File: src/rtl/tgarle_pkg.sv
// ----------------------------------------------------------------------------
// tgarle_pkg
// shared types for the tga rle pixel stream decoder: token kinds and the
// token record passed from the parser through the queue to the output stage
// ----------------------------------------------------------------------------
package tgarle_pkg;

  typedef enum logic [1:0] {
    TOK_PIXEL   = 2'd0,
    TOK_HDR_OK  = 2'd1,
    TOK_HDR_BAD = 2'd2
  } tok_kind_t;

  typedef struct packed {
    tok_kind_t   kind;
    logic [7:0]  red;
    logic [7:0]  green;
    logic [7:0]  blue;
    logic [7:0]  alpha;
    logic [7:0]  repeat_count;
    logic        image_done;
    logic [15:0] image_width;
    logic [15:0] image_height;
    logic        top_down;
  } tok_t;

  localparam int unsigned OUT_DATA_W = 80;

endpackage

File: src/rtl/tgarle_front.sv
// ----------------------------------------------------------------------------
// tgarle_front
// byte parser: walks the 18-byte header, skips the id field, splits rle
// packets and assembles pixels; emits at most one token per accepted word
// ----------------------------------------------------------------------------
module tgarle_front (
  input  logic              clk,
  input  logic              rst_n,
  input  logic              accept,
  input  logic [7:0]        din,
  input  logic              file_start,
  output logic              push,
  output tgarle_pkg::tok_t  tok
);
  import tgarle_pkg::*;

  typedef enum logic [2:0] {
    PH_HEADER = 3'd0,
    PH_IDSKIP = 3'd1,
    PH_PACKET = 3'd2,
    PH_PIXEL  = 3'd3,
    PH_IDLE   = 3'd4
  } phase_t;

  localparam logic [4:0] HB_ID_LEN  = 5'd0;
  localparam logic [4:0] HB_TYPE    = 5'd2;
  localparam logic [4:0] HB_WIDTH_L = 5'd12;
  localparam logic [4:0] HB_WIDTH_H = 5'd13;
  localparam logic [4:0] HB_HEIGHT_L = 5'd14;
  localparam logic [4:0] HB_HEIGHT_H = 5'd15;
  localparam logic [4:0] HB_DEPTH   = 5'd16;
  localparam logic [4:0] HB_DESC    = 5'd17;
  localparam logic [7:0] TYPE_RAW   = 8'd2;
  localparam logic [7:0] TYPE_RLE   = 8'd10;
  localparam logic [7:0] DEPTH_32   = 8'd32;
  localparam logic [1:0] LAST_BYTE  = 2'd3;

  phase_t      phase_r, phase_nxt, phase_cur;
  logic [4:0]  hidx_r, hidx_nxt, hidx_cur;
  logic [7:0]  id_left_r, id_left_nxt;
  logic [15:0] width_r, width_nxt;
  logic [15:0] height_r, height_nxt;
  logic        comp_r, comp_nxt;
  logic [31:0] pix_left_r, pix_left_nxt;
  logic        run_r, run_nxt;
  logic [7:0]  pkt_left_r, pkt_left_nxt;
  logic [1:0]  pbyte_r, pbyte_nxt;
  logic [23:0] asm_r, asm_nxt;
  logic        bad_r, bad_nxt;
  logic        td_r, td_nxt;
  logic [31:0] area_r, area_nxt;
  logic        emit;
  tok_t        tok_c;
  logic [7:0]  rep;
  logic [7:0]  r_c, g_c, b_c;

  always_comb begin
    phase_cur    = file_start ? PH_HEADER : phase_r;
    hidx_cur     = file_start ? '0 : hidx_r;
    phase_nxt    = phase_cur;
    hidx_nxt     = hidx_cur;
    bad_nxt      = file_start ? 1'b0 : bad_r;
    id_left_nxt  = id_left_r;
    width_nxt    = width_r;
    height_nxt   = height_r;
    comp_nxt     = comp_r;
    pix_left_nxt = pix_left_r;
    run_nxt      = run_r;
    pkt_left_nxt = pkt_left_r;
    pbyte_nxt    = pbyte_r;
    asm_nxt      = asm_r;
    td_nxt       = td_r;
    area_nxt     = area_r;
    emit         = 1'b0;
    tok_c        = '0;
    rep          = 8'd1;
    r_c          = asm_r[7:0];
    g_c          = asm_r[15:8];
    b_c          = asm_r[23:16];
    case (phase_cur)
      PH_HEADER: begin
        case (hidx_cur)
          HB_ID_LEN: id_left_nxt = din;
          HB_TYPE: begin
            if (din != TYPE_RAW && din != TYPE_RLE) bad_nxt = 1'b1;
            comp_nxt = (din == TYPE_RLE);
          end
          HB_WIDTH_L:  width_nxt  = {width_r[15:8], din};
          HB_WIDTH_H:  width_nxt  = {din, width_r[7:0]};
          HB_HEIGHT_L: height_nxt = {height_r[15:8], din};
          HB_HEIGHT_H: height_nxt = {din, height_r[7:0]};
          HB_DEPTH: begin
            if (din != DEPTH_32) bad_nxt = 1'b1;
            area_nxt = width_r * height_r;
          end
          HB_DESC: begin
            if (din[7:6] != 2'b00) bad_nxt = 1'b1;
            td_nxt = din[5];
          end
          default: ;
        endcase
        if (hidx_cur != HB_DESC) begin
          hidx_nxt = hidx_cur + 5'd1;
        end else begin
          hidx_nxt           = '0;
          emit               = 1'b1;
          tok_c.image_width  = width_r;
          tok_c.image_height = height_r;
          tok_c.top_down     = td_nxt;
          if (bad_nxt) begin
            phase_nxt  = PH_IDLE;
            tok_c.kind = TOK_HDR_BAD;
          end else begin
            tok_c.kind       = TOK_HDR_OK;
            tok_c.image_done = (area_r == '0);
            pix_left_nxt     = area_r;
            pbyte_nxt        = '0;
            pkt_left_nxt     = '0;
            run_nxt          = 1'b0;
            if (area_r == '0) phase_nxt = PH_IDLE;
            else if (id_left_r != '0) phase_nxt = PH_IDSKIP;
            else phase_nxt = comp_r ? PH_PACKET : PH_PIXEL;
          end
        end
      end
      PH_IDSKIP: begin
        id_left_nxt = id_left_r - 8'd1;
        if (id_left_nxt == '0) phase_nxt = comp_r ? PH_PACKET : PH_PIXEL;
      end
      PH_PACKET: begin
        run_nxt      = din[7];
        pkt_left_nxt = {1'b0, din[6:0]} + 8'd1;
        pbyte_nxt    = '0;
        phase_nxt    = PH_PIXEL;
      end
      PH_PIXEL: begin
        if (pbyte_r != LAST_BYTE) begin
          case (pbyte_r)
            2'd0:    asm_nxt[7:0]   = din;
            2'd1:    asm_nxt[15:8]  = din;
            default: asm_nxt[23:16] = din;
          endcase
          pbyte_nxt = pbyte_r + 2'd1;
        end else begin
          pbyte_nxt = '0;
          if (comp_r && run_r) begin
            r_c = asm_r[7:0] & 8'hf8;
            g_c = asm_r[15:8] & 8'hfc;
            b_c = asm_r[23:16] & 8'hf8;
            rep = ({24'd0, pkt_left_r} < pix_left_r) ? pkt_left_r : pix_left_r[7:0];
            pix_left_nxt = pix_left_r - {24'd0, rep};
            pkt_left_nxt = '0;
          end else begin
            if (pix_left_r != '0) pix_left_nxt = pix_left_r - 32'd1;
            if (comp_r && pkt_left_r != '0) pkt_left_nxt = pkt_left_r - 8'd1;
          end
          if (pix_left_nxt == '0) phase_nxt = PH_IDLE;
          else if (comp_r && pkt_left_nxt == '0) phase_nxt = PH_PACKET;
          emit               = 1'b1;
          tok_c.kind         = TOK_PIXEL;
          tok_c.red          = r_c;
          tok_c.green        = g_c;
          tok_c.blue         = b_c;
          tok_c.alpha        = din;
          tok_c.repeat_count = rep;
          tok_c.image_done   = (pix_left_nxt == '0);
        end
      end
      default: ;
    endcase
  end

  always_ff @(posedge clk) begin
    if (!rst_n) begin
      phase_r    <= PH_HEADER;
      hidx_r     <= '0;
      id_left_r  <= '0;
      width_r    <= '0;
      height_r   <= '0;
      comp_r     <= 1'b0;
      pix_left_r <= '0;
      run_r      <= 1'b0;
      pkt_left_r <= '0;
      pbyte_r    <= '0;
      asm_r      <= '0;
      bad_r      <= 1'b0;
      td_r       <= 1'b0;
      area_r     <= '0;
    end else if (accept) begin
      phase_r    <= phase_nxt;
      hidx_r     <= hidx_nxt;
      id_left_r  <= id_left_nxt;
      width_r    <= width_nxt;
      height_r   <= height_nxt;
      comp_r     <= comp_nxt;
      pix_left_r <= pix_left_nxt;
      run_r      <= run_nxt;
      pkt_left_r <= pkt_left_nxt;
      pbyte_r    <= pbyte_nxt;
      asm_r      <= asm_nxt;
      bad_r      <= bad_nxt;
      td_r       <= td_nxt;
      area_r     <= area_nxt;
    end
  end

  assign push = accept && emit;
  assign tok  = tok_c;

  a_hdr_index_range: assert property (@(posedge clk) disable iff (!rst_n)
    hidx_r <= HB_DESC)
    else $error("header byte index out of range");

  a_pixel_tok_has_count: assert property (@(posedge clk) disable iff (!rst_n)
    (push && tok_c.kind == TOK_PIXEL) |-> (tok_c.repeat_count != '0))
    else $error("pixel token with zero repeat count");

  a_idle_after_done: assert property (@(posedge clk) disable iff (!rst_n)
    (push && tok_c.image_done && !file_start) |=> (phase_r == PH_IDLE))
    else $error("parser not idle after image done");

endmodule

File: src/rtl/tgarle_queue.sv
// ----------------------------------------------------------------------------
// tgarle_queue
// small token fifo between the parser and the output stage
// ----------------------------------------------------------------------------
module tgarle_queue #(
  parameter int unsigned DEPTH = 2
) (
  input  logic              clk,
  input  logic              rst_n,
  input  logic              push,
  input  tgarle_pkg::tok_t  push_tok,
  input  logic              pop,
  output logic              full,
  output logic              empty,
  output tgarle_pkg::tok_t  head_tok
);
  import tgarle_pkg::*;

  localparam int unsigned IDX_W = (DEPTH > 1) ? $clog2(DEPTH) : 1;
  localparam int unsigned CNT_W = $clog2(DEPTH + 1);

  tok_t             mem_r [DEPTH];
  logic [IDX_W-1:0] wr_ptr_r, wr_ptr_nxt;
  logic [IDX_W-1:0] rd_ptr_r, rd_ptr_nxt;
  logic [CNT_W-1:0] count_r, count_nxt;

  always_comb begin
    wr_ptr_nxt = wr_ptr_r;
    rd_ptr_nxt = rd_ptr_r;
    count_nxt  = count_r;
    if (push) begin
      wr_ptr_nxt = (wr_ptr_r == IDX_W'(DEPTH - 1)) ? '0 : wr_ptr_r + IDX_W'(1);
    end
    if (pop) begin
      rd_ptr_nxt = (rd_ptr_r == IDX_W'(DEPTH - 1)) ? '0 : rd_ptr_r + IDX_W'(1);
    end
    if (push && !pop) count_nxt = count_r + CNT_W'(1);
    else if (pop && !push) count_nxt = count_r - CNT_W'(1);
  end

  always_ff @(posedge clk) begin
    if (!rst_n) begin
      wr_ptr_r <= '0;
      rd_ptr_r <= '0;
      count_r  <= '0;
    end else begin
      wr_ptr_r <= wr_ptr_nxt;
      rd_ptr_r <= rd_ptr_nxt;
      count_r  <= count_nxt;
    end
  end

  always_ff @(posedge clk) begin
    if (push) mem_r[wr_ptr_r] <= push_tok;
  end

  assign full     = (count_r == CNT_W'(DEPTH));
  assign empty    = (count_r == '0);
  assign head_tok = mem_r[rd_ptr_r];

  a_no_overflow: assert property (@(posedge clk) disable iff (!rst_n)
    !(push && full))
    else $error("queue overflow");

  a_no_underflow: assert property (@(posedge clk) disable iff (!rst_n)
    !(pop && empty))
    else $error("queue underflow");

  a_count_tracks: assert property (@(posedge clk) disable iff (!rst_n)
    (push && !pop) |=> (count_r == $past(count_r) + CNT_W'(1)))
    else $error("queue count did not advance on push");

endmodule

File: src/rtl/tgarle_back.sv
// ----------------------------------------------------------------------------
// tgarle_back
// output stage: pulls tokens from the queue into a register and packs them
// onto the result stream
// ----------------------------------------------------------------------------
module tgarle_back (
  input  logic                               clk,
  input  logic                               rst_n,
  input  logic                               q_empty,
  input  tgarle_pkg::tok_t                   q_tok,
  output logic                               q_pop,
  output logic                               out_tvalid,
  input  logic                               out_tready,
  output logic [tgarle_pkg::OUT_DATA_W-1:0]  out_tdata,
  output logic [1:0]                         out_tuser,
  output logic                               out_tlast
);
  import tgarle_pkg::*;

  logic valid_r, valid_nxt;
  tok_t tok_r;

  assign q_pop = !q_empty && (!valid_r || out_tready);

  always_comb begin
    valid_nxt = valid_r;
    if (q_pop) valid_nxt = 1'b1;
    else if (out_tready) valid_nxt = 1'b0;
  end

  always_ff @(posedge clk) begin
    if (!rst_n) begin
      valid_r <= 1'b0;
    end else begin
      valid_r <= valid_nxt;
    end
  end

  always_ff @(posedge clk) begin
    if (q_pop) tok_r <= q_tok;
  end

  assign out_tvalid = valid_r;
  assign out_tuser  = tok_r.kind;
  assign out_tlast  = tok_r.image_done;
  assign out_tdata  = {7'd0, tok_r.top_down, tok_r.image_height, tok_r.image_width,
                       tok_r.repeat_count, tok_r.alpha, tok_r.blue, tok_r.green,
                       tok_r.red};

endmodule

File: src/rtl/tga_rle_pixel_stream_decoder.sv
// a token passes from the parser through the fifo and the output register before it shows on out_*
// throughput: one input word per cycle while in_tready is high, at most one token per word
// the parser writes tokens into a small fifo; a registered output stage drains it
// input ready drops only when the fifo is full under output backpressure
// reset (synchronous, rst_n low) clears parser state and empties fifo and output
// ----------------------------------------------------------------------------
// tga_rle_pixel_stream_decoder
// decodes a 32-bit tga file byte stream (raw or rle) into header and pixel
// tokens
// ----------------------------------------------------------------------------
module tga_rle_pixel_stream_decoder #(
  parameter int unsigned QUEUE_DEPTH = 2
) (
  input  logic                               clk,
  input  logic                               rst_n,
  input  logic                               in_tvalid,
  output logic                               in_tready,
  input  logic [7:0]                         in_tdata,   // data_byte
  input  logic                               in_tuser,   // file_start
  output logic                               out_tvalid,
  input  logic                               out_tready,
  // red, green, blue, alpha, repeat_count, image_width, image_height, top_down
  output logic [tgarle_pkg::OUT_DATA_W-1:0]  out_tdata,
  output logic [1:0]                         out_tuser,  // token_kind
  output logic                               out_tlast   // image_done
);
  import tgarle_pkg::*;

  logic accept;
  logic push;
  logic pop;
  logic full;
  logic empty;
  tok_t front_tok;
  tok_t head_tok;

  assign in_tready = !full;
  assign accept    = in_tvalid && in_tready;

  tgarle_front u_front (
    .clk        (clk),
    .rst_n      (rst_n),
    .accept     (accept),
    .din        (in_tdata),
    .file_start (in_tuser),
    .push       (push),
    .tok        (front_tok)
  );

  tgarle_queue #(
    .DEPTH (QUEUE_DEPTH)
  ) u_queue (
    .clk      (clk),
    .rst_n    (rst_n),
    .push     (push),
    .push_tok (front_tok),
    .pop      (pop),
    .full     (full),
    .empty    (empty),
    .head_tok (head_tok)
  );

  tgarle_back u_back (
    .clk        (clk),
    .rst_n      (rst_n),
    .q_empty    (empty),
    .q_tok      (head_tok),
    .q_pop      (pop),
    .out_tvalid (out_tvalid),
    .out_tready (out_tready),
    .out_tdata  (out_tdata),
    .out_tuser  (out_tuser),
    .out_tlast  (out_tlast)
  );

endmodule
File: config.mk
export PLATFORM = sky130hd
export DESIGN_NAME = tga_rle_pixel_stream_decoder
export DESIGN_NICKNAME = d
export VERILOG_FILES = /design/src/rtl/tgarle_pkg.sv /design/src/rtl/tgarle_front.sv /design/src/rtl/tgarle_queue.sv /design/src/rtl/tgarle_back.sv /design/src/rtl/tga_rle_pixel_stream_decoder.sv
export SDC_FILE = /design/constraint.sdc
export NUM_CORES = 1
export LEC_CHECK = 0
export ABC_AREA = 1
export ABC_CLOCK_PERIOD_IN_PS = 11400
export BUFFER_PORTS_ARGS = -buffer_cell sky130_fd_sc_hd__buf_4
export CELL_PAD_IN_SITES_DETAIL_PLACEMENT = 0
export CELL_PAD_IN_SITES_GLOBAL_PLACEMENT = 1
export CORE_MARGIN = 2
export CORE_UTILIZATION = 50
export CTS_BUF_LIST = sky130_fd_sc_hd__clkbuf_8
export DETAILED_ROUTE_END_ITERATION = 12
export MAX_ROUTING_LAYER = met4
export PLACE_DENSITY = 0.91
export SETUP_SLACK_MARGIN = 0.1
export SLEW_MARGIN = 20
export SYNTH_ARGS = -nofsm -noshare
export SYNTH_HDL_FRONTEND = slang
export SYNTH_SLANG_ARGS = --single-unit
File: constraint.sdc
create_clock -name clk -period 11.4 [get_ports clk]
set_input_delay 0.57 -clock clk [delete_from_list [all_inputs] [get_ports clk]]
set_output_delay 0.57 -clock clk [all_outputs]
set_load 0.01 [all_outputs]
==> metrics.txt, run 1 <==
status completed; fmax 0.158 GHz; Yosys Warn Count 0; Setup-failing EPs final 0; slowest CP cell dfxtp_1; Tot Pwr slightly above 5 mW; RSZ-0062 raised after global routing false; period utilisation layout about 56%; number of synthesized flops with an enable pin between 200 and 250; DIE HEIGHT 236 um; CTS Hold Bufs 0; hold crit path type in -> reg; Post-CTS Setup Inserts 0; Seq cells post-synth 382; Clock Power Share between 20% and 30%; Commonest cells post-synth nand2_1, inv_1, nor2_1; critical path class reg -> reg; CP dominant cell by count inv_1; cell area after synthesis 26900 um^2; Setup Skew 42.5 ps; Internal 3.08 mW; CTS Sinks 382; most area-hungry cell type in the Yosys netlist edfxtp_1; Synth Area per Inst 8.13 um^2; count leader, synth nand2_1; Clock transition at path regs 70 ps; critical path arrival 6890 ps; Placed Area 27900 um^2; width of the die between 200 and 250 um; Data required, critical path between 10000 and 15000 ps; number of gates resized after cts 0; asr flop ratio synth 0%; peak supply drop about 110 uV; I/O pin cnt 98; element type at the critical path start flop; Area contributors post-synth edfxtp_1, fa_1, nand2_1, dfxtp_1, inv_1; Final Cell Area approximately 29000 um^2; maximum number of pins on one net before global-route repair around 110; sw frac 40.4%; CP Max Fanout 18; CTS Buffer Depth 3; critical path, cell by cell nand2_1, fa_1, inv_1, fa_1, inv_1, fa_1, inv_1, fa_1, inv_1, fa_1, inv_1, fa_1, ha_1, a21oi_1, inv_1, a21oi_1, a21boi_0, o21ai_0, xor2_1, o21ai_0, inv_1; fin worst setup slack 5060 ps; first-pass GRT wire length approximately 110000 um; share of post-route cells with drive strength above 1 7.47%; number of vias per cell 5.20; family with the most delay on the worst path adder cells; Worst Tran Pin Value 1150 ps; root buf cell clkbuf_8; final hold vios 0; # placed instances 3958; final WL 66900 um; core footprint 53500 um^2; Die ar. 55700 um^2; Initial Utilization 50.3%; M3 GR Usage under 10%; register area share after synthesis approximately 37%; Max Cap Viol 0; Crit. End Element flop; # DRC 0; row cnt 85; Slew HR 23.7%; total global routing overflow 0; GR peak layer met2; Synth top area share 25.5%; combinational share of power 41.4%; IO buf count 90; Slew Viols, Final 0; initial antenna violation count 1; worst slack at placement 5140 ps; ys flop type edfxtp_1; P&R area growth vs syn 8.79%; fin nets 3668; H-tree depth 2; total negative slack 0 ps; number of global-route vias before repair just over 20000; drt initial violations about 1800; Post-DP HPWL 49200 um; Pwr Density between 150 and 200 nW/um^2; Final Util 54.7%; Non-Filler Instances 4071; Global Route Usage Sum 25.2%; Num CTS Buffers slightly below 60; met1 usage 33.8%; CTS tree done; drt pass-1 iters 6; met2 usage 40.6%; sequential share of power 34.4%; Via Count 21200; Buf+Inv Stages, Crit Path 7; Leak ~14 nW; clock latency on the worst-skew pair 680 ps; Netlist cell types 60; Worst path max stage delay about 850 ps; post-route ant nets 0; Tmin final 6340 ps; post-synthesis cell count 3307; net load switching power 2.09 mW; GPL Wtd Cong a little over 0.9; DR WL/cell 16.4 um; hold_ws 225 ps
==> power by group through the flow <==
stage	combinational, mW	sequential [mW]	clock [mW]
4_1_cts	2.13	1.78	1.27
3_3_place_gp	2.11	1.80	0
6_report	2.14	1.78	1.25
3_5_place_dp	2.12	1.81	0
2_1_floorplan	1.42	1.87	0
5_1_grt	2.40	1.80	1.34
==> worst reg2reg max path, cell delays in order, from the launching register on <==
cell and delay, ps:
dfxtp_1 850, nand2_1 200, fa_1 590, inv_1 70
fa_1 540, inv_1 60, fa_1 490, inv_1 50
fa_1 620, inv_1 70, fa_1 480, inv_1 50
fa_1 360, ha_1 370, a21oi_1 260, inv_1 70
a21oi_1 160, a21boi_0 370, o21ai_0 160, xor2_1 170
o21ai_0 150, inv_1 60
==> final timing paths <==
path	from	end	slack, ps	depth (start not counted)
hold / removal	in_tdata[3]	u_front.id_left_r[3]	230	3
setup / recovery	u_front.width_r[13]	u_front.area_r[22]	5060	21
setup reg to reg	u_front.width_r[13]	u_front.area_r[22]	5060	21
hold reg to reg	u_front.run_r	u_front.run_r	450	2
==> area by class of cell <==
class / count / area [um^2]
antenna: 1 / 2.50
clock buffer: 72 / 991
clock inverter: 40 / 334
fill: 4954 / 24200
inverter: 571 / 2150
multi-input combinational: 2205 / 14200
sequential: 382 / 9930
tap: 696 / 871
timing repair buffer: 104 / 781
==> cell usage in the layout (no fill, tap or decap), drive strengths merged, types with 104 or more instances in the layout <==
master	synthesis	final
nand2	894	894
inv	565	586
nor2	304	304
edfxtp	228	228
fa	195	195
o21ai	178	178
a21oi	157	157
dfxtp	154	154
ha	137	137
nand3	123	123
buf	33	104
==> kinds of logic (layout without fill, tap and decap cells) <==
kind of cell	after synthesis	after routing	synth area share, %
and+or+nand+nor	1397	1397	21.3
buffers and inverters	726	787	10.5
AOI/OAI and AO/OA	413	413	8.65
DFF	382	382	36.9
adders and majority gates	332	332	20.9
xor gates and xnor gates	56	56	1.82
other	1	8	0.0139
==> routing by layer <==
| layer | share of wire, % | routed length [um] |
|---|---|---|
| met1 | 44 | 29200 |
| met4 | 2.3 | 1540 |
| met3 | 6.6 | 4410 |
| met2 | 47 | 31800 |
| met5 | 0 | 0 |
==> flip-flops by register name, indices dropped and copies added, names as in the netlist, 8 cells and up <==
| signal | cells |
|---|---|
| u_queue.mem_r | 152 |
| u_back.out_tdata | 73 |
| u_front.height_r | 16 |
| u_front.id_left_r | 8 |
| u_front.width_r | 16 |
| u_front.pix_left_r | 32 |
| u_front.pkt_left_r | 8 |
| u_front.area_r | 32 |
| u_front.asm_r | 24 |
(Power assumes the default switching activity.)
==> run 2, diff against run 1 <==
- ABC_AREA: 1 -> 0
- ABC_CLOCK_PERIOD_IN_PS: 11400 -> 5200
- CORE_UTILIZATION: 50 -> 46
- PLACE_DENSITY: 0.91 -> 0.86
- clock period: 11.4 -> 5.2 ns (I/O delays scaled with it)
==> metrics.txt, run 2 <==
number of synthesized flops with an enable pin 228; width of the die 240 um; final hold vios 0; maximum number of pins on one net before global-route repair roughly 140; M3 GR Usage 3.27%; Tot Pwr 7.84 mW; most area-hungry cell type in the Yosys netlist edfxtp_1; family with the most delay on the worst path adder cells; post-route ant nets 0; Area contributors post-synth edfxtp_1, fa_1, dfxtp_1, ha_1, nand2_1; cell area after synthesis 25600 um^2; critical path class reg -> reg; Global Route Usage Sum approximately 25%; met1 usage approximately 32%; DIE HEIGHT 240 um; number of global-route vias before repair 20400; most frequent cells in the layout buf_4, nand2_1, inv_1, edfxtp_1, fa_1; Final Cell Area 31400 um^2; Max Cap Viol 0; Ant. Diodes 0; CTS tree done; DR WL/cell 18.2 um; Post-DP HPWL 48200 um; Slew Viols, Final 0; Tmin final 5740 ps; element type at the critical path start flop; Num CTS Buffers 66; P&R area growth vs syn 22.7%; ys flop type edfxtp_1; root buf cell clkbuf_8; drt pass-1 iters 7; Buf+Inv Stages, Crit Path 8; Worst path max stage delay 540 ps; met2 usage between 30% and 40%; I/O pin cnt 98; Clock transition at path regs 60 ps; Pwr Density 249 nW/um^2; number of vias per cell ~5.4; failing checks setup timing; Yosys Warn Count 0; GR peak layer met2; Data required, critical path roughly 5700 ps; Crit. End Element flop; Worst Tran Pin Value 1080 ps; CTS Sinks 382; RSZ-0062 raised after global routing true; hold_ws roughly 46 ps; commonest non-fill, non-tap cell in the layout buf_4; clock latency on the worst-skew pair about 640 ps; Setup-failing EPs final 20; final WL about 67000 um; Largest Register u_queue.mem_r; IO buf count 90; H-tree depth 3; critical path arrival 6260 ps; Via Count 20100; Seq cells post-synth 382; row cnt 86; peak supply drop between 200 and 300 uV; total global routing overflow 0; # DRC 0; core footprint 55100 um^2; Leak 13.0 nW; Setup Skew between 20 and 30 ps; Synth Area per Inst 9.88 um^2; initial antenna violation count 0; count leader, synth nand2_1; drt initial violations 1167; fin worst setup slack -543 ps; critical path, cell by cell buf_6, nand2_1, fa_1, inv_2, fa_1, inv_2, fa_1, inv_2, fa_1, inv_1, fa_1, inv_1, fa_1, ha_4, inv_2, a211oi_2, a221oi_2, buf_4, a31oi_4, a41oi_2, a21oi_2, a31oi_1, xor2_1, o21ai_1; Slew HR around 28%; period utilisation layout 110%; Initial Utilization 46.5%; share of post-route cells with drive strength above 1 25.8%; Netlist cell types 78; Commonest cells post-synth nand2_1, inv_1, edfxtp_1; fin nets between 3000 and 4000; register area share after synthesis 38.8%; Synth top area share a little over a quarter; Placed Area between 20000 and 30000 um^2; slowest CP cell fa_1; asr flop ratio synth 0%; CP Max Fanout 4; CP dominant cell by count fa_1; GPL Wtd Cong 0.922; Die ar. 57500 um^2; hold crit path type in -> reg; fmax 0.174 GHz; number of flip-flops under the largest register name 152; CTS Buffer Depth 3; status finished, violations left; post-synthesis cell count 2590; first-pass GRT wire length 109000 um
## run 2: cell families after synthesis
family          after synthesis  synth area share (%)
simple gates                899                  17.0
buf+inv                     414                  6.23
compound gates              400                  9.63
flops                       382                  38.8
fa+ha+maj                   332                  21.9
mux                         102                  4.36
xor+xnor                     60                  2.05
other cells                   1                0.0147
## run 2: area by class of cell
type / instances / area [um^2]
Multi-Input combinational cell: 1800 / 14900
Fill cell: 4737 / 23700
Clock buffer: 70 / 963
Sequential cell: 382 / 10000
Clock inverter: 49 / 318
Inverter: 256 / 968
Timing Repair Buffer: 405 / 3290
Tap cell: 748 / 936
## run 2: timing repair
item | in CTS | in global routing
endpoints found under the setup margin | 28 | 30
pin swaps | 77 | 48
hold buffers | 2 | 0
setup buffers | 40 | 19
gates resized for setup | 136 | 85
hold endpoints to repair | 5 | 0
## run 2: report_power, final
group | internal, mW | switching [mW]
clock network | 1.41 | 1.27
logic | 0.611 | 0.717
registers | 3.61 | 0.223
total | 5.63 | 2.21
## run 2: layer usage
metal	vias up	share of wire, %	routed length, um
met5	-	0	0
met4	0	2.2	1490
met3	94	5.1	3460
met2	508	49	32900
met1	10100	44	29700
li1	9428	-	-
## run 2: path summary, 6_finish.rpt
check                           slack, ps                 end  depth (start not counted)          startpoint
worst max-delay path                 -540  u_front.area_r[25]                         24  u_front.width_r[9]
worst min-delay path                   50   u_front.asm_r[12]                          3         in_tdata[4]
worst max register to register       -540  u_front.area_r[25]                         24  u_front.width_r[9]
worst min register to register        450    u_front.asm_r[8]                          2    u_front.asm_r[8]
## run 2: metrics by stage
stage               setup TNS (ps)  setup WS (ps)  std cells  utilization [%]
floorplan                    -2370           -339       2596                -
global route                -11650           -776       3710             57.0
finish                       -7070           -543       3710             57.0
detailed placement          -14960           -943       3531             52.2
global placement            -13490           -833       3531             52.2
CTS                          -7190           -553       3691             56.2
## run 2: worst register-to-register path, delay by kind of cell, from the launching register on
kind / cells / cell delay [ps]
xor gates and xnor gates: 1 / 170
DFF: 1 / 370
buffers and inverters: 8 / 570
and+or+nand+nor: 1 / 60
AOI/OAI and AO/OA: 7 / 1160
adders and majority gates: 7 / 3290
